### src/gcd_pkg.sv
// Package with widths, types and constants shared by the gate clock divider files.
`default_nettype none

package gcd_pkg;

  localparam int unsigned DIV_W       = 8;
  localparam int unsigned PW_W        = 16;
  localparam int unsigned CNT_W       = 24;
  localparam int unsigned Q_FRAC_BITS = 12;
  localparam int unsigned PROD_W      = CNT_W + PW_W;

  typedef logic [DIV_W-1:0]  div_t;
  typedef logic [PW_W-1:0]   pw_t;
  typedef logic [CNT_W-1:0]  cnt_t;
  typedef logic [PROD_W-1:0] prod_t;

  localparam div_t EDGE_MAX = {DIV_W{1'b1}};
  localparam cnt_t CNT_MAX  = {CNT_W{1'b1}};

endpackage : gcd_pkg

`default_nettype wire

### src/gcd_in_if.sv
// Interfaces for the input and result channels of the gate clock divider.
`default_nettype none

interface gcd_in_if import gcd_pkg::*; ();
  logic valid;
  logic ready;
  logic reset_high;
  logic clock_high;
  div_t divider;
  pw_t  pulse_width;

  modport source (output valid, output reset_high, output clock_high,
                  output divider, output pulse_width, input ready);
  modport sink   (input valid, input reset_high, input clock_high,
                  input divider, input pulse_width, output ready);
endinterface : gcd_in_if

interface gcd_out_if import gcd_pkg::*; ();
  logic valid;
  logic ready;
  logic gate_out;

  modport source (output valid, output gate_out, input ready);
  modport sink   (input valid, input gate_out, output ready);
endinterface : gcd_out_if

`default_nettype wire

### src/gate_clock_divider_unit.sv
// Top level of the gate clock divider: edge counting, period capture and gate output.
//
// Usage:
//   in_chan carries one sample per transaction: the reset and clock levels,
//   the divider (rising clock edges per output pulse) and the pulse width as
//   an unsigned Q4.12 fraction of the measured period.
//   out_chan carries one transaction per input sample: the gate level after
//   that sample.
// Timing and throughput:
//   The whole update is done in the cycle the sample is accepted; the
//   result sits in the output register from the next cycle on. One
//   sample is accepted per cycle (in_chan.ready is high whenever the
//   output register is empty or is being drained). The single 24x16
//   multiply-and-compare of the pulse-width check sets the cycle time.
// Reset:
//   rst_n (synchronous, active low) clears all counters, the latched period,
//   the gate level and the output register. Reset also clears an edge count
//   that would otherwise start undefined.
// Stall:
//   When the receiver holds out_chan.ready low with a result pending,
//   in_chan.ready drops and the state holds until the result is taken.
`default_nettype none

module gate_clock_divider_unit import gcd_pkg::*; (
  input  wire logic    clk,
  input  wire logic    rst_n,
  gcd_in_if.sink       in_chan,
  gcd_out_if.source    out_chan
);

  // Divider state.
  logic last_reset_r, last_clock_r, level_r;
  div_t edge_count_r;
  cnt_t sample_count_r, period_len_r, phase_count_r;

  // Output register.
  logic out_valid_r, out_gate_r;

  logic in_accept;

  // Next-state terms.
  logic  rst_rise, clk_rise, fire, pulse_end;
  div_t  edge_clr, edge_inc;
  cnt_t  sample_clr, sample_inc, phase_clr, phase_fire, phase_inc;
  cnt_t  period_len_nxt, sample_count_nxt, phase_count_nxt;
  div_t  edge_count_nxt;
  logic  level_fire, level_nxt;
  prod_t phase_scaled, threshold;

  assign in_chan.ready     = !out_valid_r || out_chan.ready;
  assign in_accept         = in_chan.valid && in_chan.ready;
  assign out_chan.valid    = out_valid_r;
  assign out_chan.gate_out = out_gate_r;

  always_comb begin
    // A rising reset clears edge, sample and phase counters.
    rst_rise   = in_chan.reset_high && !last_reset_r;
    edge_clr   = rst_rise ? '0 : edge_count_r;
    sample_clr = rst_rise ? '0 : sample_count_r;
    phase_clr  = rst_rise ? '0 : phase_count_r;

    // Count rising clock edges, saturating.
    clk_rise = in_chan.clock_high && !last_clock_r;
    edge_inc = (clk_rise && (edge_clr != EDGE_MAX)) ? edge_clr + div_t'(1) : edge_clr;

    sample_inc = (sample_clr != CNT_MAX) ? sample_clr + cnt_t'(1) : sample_clr;

    // Divider reached: latch the period and start a new pulse.
    fire             = (edge_inc >= in_chan.divider);
    period_len_nxt   = fire ? sample_inc : period_len_r;
    sample_count_nxt = fire ? '0 : sample_inc;
    phase_fire       = fire ? '0 : phase_clr;
    level_fire       = fire ? 1'b1 : level_r;
    edge_count_nxt   = fire ? '0 : edge_inc;

    phase_inc = (phase_fire != CNT_MAX) ? phase_fire + cnt_t'(1) : phase_fire;

    // Exact compare: phase * 1.0 against period * pulse width in Q4.12.
    phase_scaled = prod_t'({phase_inc, {Q_FRAC_BITS{1'b0}}});
    threshold    = prod_t'(period_len_nxt) * prod_t'(in_chan.pulse_width);
    pulse_end    = (phase_scaled > threshold);

    phase_count_nxt = pulse_end ? '0 : phase_inc;
    level_nxt       = pulse_end ? 1'b0 : level_fire;
  end

  always_ff @(posedge clk) begin
    if (!rst_n) begin
      last_reset_r   <= 1'b0;
      last_clock_r   <= 1'b0;
      edge_count_r   <= '0;
      sample_count_r <= '0;
      period_len_r   <= '0;
      phase_count_r  <= '0;
      level_r        <= 1'b0;
      out_valid_r    <= 1'b0;
      out_gate_r     <= 1'b0;
    end else begin
      if (in_accept) begin
        // Advance the state and load the result for this transaction.
        last_reset_r   <= in_chan.reset_high;
        last_clock_r   <= in_chan.clock_high;
        edge_count_r   <= edge_count_nxt;
        sample_count_r <= sample_count_nxt;
        period_len_r   <= period_len_nxt;
        phase_count_r  <= phase_count_nxt;
        level_r        <= level_nxt;
        out_valid_r    <= 1'b1;
        out_gate_r     <= level_nxt;
      end else if (out_chan.ready) begin
        // Drop the result once taken.
        out_valid_r <= 1'b0;
      end
    end
  end

endmodule : gate_clock_divider_unit

`default_nettype wire

### src/flat_wrapper.sv
// flat-port wrapper written by rule: the top's interface ports become plain ports
module gate_clock_divider_unit_flat import gcd_pkg::*;
  (clk, rst_n, in_chan_valid, in_chan_reset_high, in_chan_clock_high, in_chan_divider, in_chan_pulse_width, in_chan_ready, out_chan_valid, out_chan_gate_out, out_chan_ready);
  gcd_in_if in_chan_i ();
  gcd_out_if out_chan_i ();
  input  wire logic clk;
  input  wire logic rst_n;
  input wire logic [$bits(in_chan_i.valid)-1:0] in_chan_valid;
  input wire logic [$bits(in_chan_i.reset_high)-1:0] in_chan_reset_high;
  input wire logic [$bits(in_chan_i.clock_high)-1:0] in_chan_clock_high;
  input wire logic [$bits(in_chan_i.divider)-1:0] in_chan_divider;
  input wire logic [$bits(in_chan_i.pulse_width)-1:0] in_chan_pulse_width;
  output wire logic [$bits(in_chan_i.ready)-1:0] in_chan_ready;
  output wire logic [$bits(out_chan_i.valid)-1:0] out_chan_valid;
  output wire logic [$bits(out_chan_i.gate_out)-1:0] out_chan_gate_out;
  input wire logic [$bits(out_chan_i.ready)-1:0] out_chan_ready;
  assign in_chan_i.valid = in_chan_valid;
  assign in_chan_i.reset_high = in_chan_reset_high;
  assign in_chan_i.clock_high = in_chan_clock_high;
  assign in_chan_i.divider = in_chan_divider;
  assign in_chan_i.pulse_width = in_chan_pulse_width;
  assign in_chan_ready = in_chan_i.ready;
  assign out_chan_valid = out_chan_i.valid;
  assign out_chan_gate_out = out_chan_i.gate_out;
  assign out_chan_i.ready = out_chan_ready;
  gate_clock_divider_unit u_core (.clk(clk), .rst_n(rst_n), .in_chan(in_chan_i), .out_chan(out_chan_i));
endmodule
### config.mk
export PLATFORM = sky130hd
export DESIGN_NAME = gate_clock_divider_unit_flat
export DESIGN_NICKNAME = d
export VERILOG_FILES = /design/src/gcd_pkg.sv /design/src/gcd_in_if.sv /design/src/gate_clock_divider_unit.sv /design/src/flat_wrapper.sv
export SDC_FILE = /design/constraint.sdc
export NUM_CORES = 1
export LEC_CHECK = 0
export ABC_CLOCK_PERIOD_IN_PS = 16760
export BUFFER_PORTS_ARGS = -buffer_cell sky130_fd_sc_hd__buf_2
export CAP_MARGIN = 25
export CORE_MARGIN = 5
export CORE_UTILIZATION = 67
export CTS_BUF_LIST = sky130_fd_sc_hd__clkbuf_4
export DETAILED_ROUTE_END_ITERATION = 6
export PLACE_DENSITY = 0.95
export SLEW_MARGIN = 10
export SYNTH_ARGS = -nofsm -noshare
export SYNTH_HDL_FRONTEND = slang
export SYNTH_SLANG_ARGS = --single-unit
### constraint.sdc
create_clock -name clk -period 16.76 [get_ports clk]
set_clock_uncertainty 0.05 [all_clocks]
set_input_delay 0.838 -clock clk [delete_from_list [all_inputs] [get_ports clk]]
set_output_delay 0.838 -clock clk [all_outputs]
set_load 0.005 [all_outputs]
==> summary.txt <==
Worst setup path
  – CP max stage cell: or2_0
  – Crit path largest cell delay: approximately 750 ps
  – CP max FO: 21
  – Kind of critical path: primary input to register
  – Worst path bufs/invs: 6
  – Setup crit start: in_chan_reset_high
  – Startpoint Class: primary input
  – Most common cell type on the critical path: fa_1
  – WP data required: between 15000 and 20000 ps
  – Crit path capture type: register
  – Worst r2r src: u_core.last_reset_r$_SDFFE_PN0P_
  – Crit path max-delay family: simple AND/OR/NAND/NOR gates
  – WP data arrival: about 15000 ps

GRT
  – Vias in the first global route: approximately 16000
  – Initial antenna violation count: 1
  – Largest net degree at the start of global routing: 71
  – Grt total ovfl: 0
  – Tot GR Track Use: 0.310
  – First-pass GRT wire length: 78.0 mm

STA
  – Final setup fails: 0
  – Max-slew headroom: 0.319
  – WHS: 424 ps
  – Fmax: 0.0703 GHz
  – Pins Over Slew Limit: 0
  – Final Hold Vio Count: 0
  – Slew @ Worst Pin: ~1000 ps
  – Tcrit/Tclk final: 0.849
  – Fin crit period: about 14000 ps
  – Total Neg Setup Slack: 0 ps
  – Unrepaired setup endpoints after global routing: false
  – Fin worst setup slack: around 2500 ps

Synthesis
  – Number of synthesized register bits: between 80 and 90
  – Mean Syn Cell Area: just over 8 µm²
  – Count leader, synth: nand2_1
  – Synth Instances: around 2200
  – Synthesis Warnings: 0
  – Post-synthesis sequential area ratio: 0.0932
  – Commonest cells post-synth: nand2_1, inv_1, fa_1
  – Mapped Area: between 15000 and 20000 µm²
  – Post-synth ARST share: 0
  – Synth top area share: 0.340
  – Leading area contributor after synthesis: fa_1
  – Syn nets: 2684
  – Post-synth EDFFs: 0
  – Top_reg_cell synth: dfxtp_1
  – Unique masters post-synth: 72
  – Area contributors post-synth: fa_1, ha_1, dfxtp_1, nand2_1, inv_1

Floorplan
  – Num rows: 60
  – Die height: roughly 170 µm
  – Die Footprint: between 30000 and 40000 µm²
  – Core area: 26700 µm²
  – Top-Level Pins: 33
  – Initial Util: 0.675
  – Die Wd: around 170 µm

Layout
  – Layout cells sized above 1: 0.0443
  – Nets: between 2000 and 3000
  – Multi-input logic area: 14500 µm²
  – Fillers: around 1900
  – Post-route core utilization: 0.693
  – Area growth, synth to finish: 2.66%
  – Register Area: around 1700 µm²

Power and ir drop
  – Leak: 0.00868 µW
  – VDD IR-drop max: 0.0000287 V
  – PD cells: around 23 nW/µm²

Clocking
  – CTS Buf Count: 9
  – CTS root buffer: clkbuf_4
  – CTS resizes: 0
  – Clock Pin Slew Worst Setup and Hold Paths: between 100 and 150 ps
  – Post-CTS Setup Bufs: 0
  – CTS Sinks: 84
  – Hold Buf Count CTS: 0
  – CTS tree: built
  – Clk buf depth: 2
  – H-tree level count: 3
  – Worst-skew pair later-pin latency: 480 ps

Placed design
  – GP Congestion: 0.999
  – DP HPWL: about 36 mm
  – IO Port Bufs: 32
  – Dpl ws: 2310 ps

Outcome
  – Status: completed

Detailed routing
  – Post-Route WL: 45.8 mm
  – Vias: 15400
  – WL/cell: ~18 µm
  – # DRC: 0
  – Routed Antenna Nets: 0
  – Vias per inst: 6.13
  – DR pass1 iterations: 6
  – Starting DRT DRC Count: between 1000 and 1500

Min path
  – Hold/Removal Path Class: register to register
  – Hold path startpoint: u_core.last_clock_r$_SDFFE_PN0P_

Job
  – Max-Cap Viols: 0
registers in the layout, summed over array words and instances, names as in the netlist:
signal	cells
u_core.edge_count_r	8
u_core.period_len_r	24
u_core.level_r	1
u_core.sample_count_r	24
u_core.out_chan.valid	1
u_core.last_clock_r	1
u_core.phase_count_r	24
u_core.last_reset_r	1
worst register-to-register path, delay by kind of cell (launching register included):
family,cells,cell delay [ps]
xor gates and xnor gates,2,250
adders and majority gates,10,4210
AOI/OAI and AO/OA,15,3650
buffers and inverters,5,640
and+or+nand+nor,19,4950
DFF,1,370
metal layers:
layer | vias up | share of wire | GRT usage
met3 | 196 | 0.082 | 0.0489
met5 | - | 0 | 0
met1 | 7536 | 0.37 | 0.380
li1 | 6814 | - | -
met4 | 0 | 0.041 | 0.137
met2 | 828 | 0.50 | 0.544
logic make-up after synthesis:
family | after synthesis | synth area share
and+or+nand+nor | 839 | 0.222
xor gates and xnor gates | 76 | 0.0369
DFF | 84 | 0.0932
muxes | 4 | 0.00236
adders and majority gates | 453 | 0.442
buffers and inverters | 478 | 0.103
AOI/OAI and AO/OA | 267 | 0.101
per-stage QoR:
stage,cell area (µm²),total power (µW),instances
finish,18500,420,2508
global route,18500,437,2508
CTS,18500,418,2506
detailed placement,18400,296,2490
global placement,18400,291,2490
floorplan,18000,268,2201
final timing paths:
kind | end | slack, ps | cells past startpoint
worst max register to register | u_core.phase_count_r[18]$_SDFFE_PN0P_ | 2540 | 51
worst max-delay path | u_core.phase_count_r[18]$_SDFFE_PN0P_ | 2540 | 52
worst min-delay path | u_core.last_clock_r$_SDFFE_PN0P_ | 420 | 2
worst min register to register | u_core.last_clock_r$_SDFFE_PN0P_ | 420 | 2
area by class of cell:
class	instances	share of cell area
Tap cell	341	0.0230
Clock inverter	7	0.00439
Timing Repair Buffer	50	0.0162
Sequential cell	84	0.0908
Clock buffer	9	0.00365
Multi-Input combinational cell	1639	0.785
Antenna cell	1	0.000135
Inverter	377	0.0764
cell usage in the layout (no fill, tap or decap), types with 5 or more instances in the layout:
cell type    n
nor2_1      89
dfxtp_1     84
nor4_1       9
fa_1       306
a22oi_1     22
o21bai_1     6
nand3_1     24
buf_2       32
xnor2_1     34
nand2b_1     9
a21boi_0    19
and4_1      11
inv_1      377
nor2b_1     26
ha_1       147
or3_1        7
o21a_1       5
and3_1      19
a22o_1      21
o211a_1     10
nand2_1    424
a21oi_1     65
a31oi_1      9
nand4_1     19
clkbuf_4     9
xor2_1      42
a21o_1      12
and2_1     161
o21ai_0     51
nor3_1      18
o211ai_1     6
buf_4       17
report_power, final:
part | switching [µW] | internal, µW
clock network | 78.2 | 47.5
registers | 1.38 | 201
logic | 63.7 | 28.3
total | 143 | 277
(Power assumes the default switching activity.)
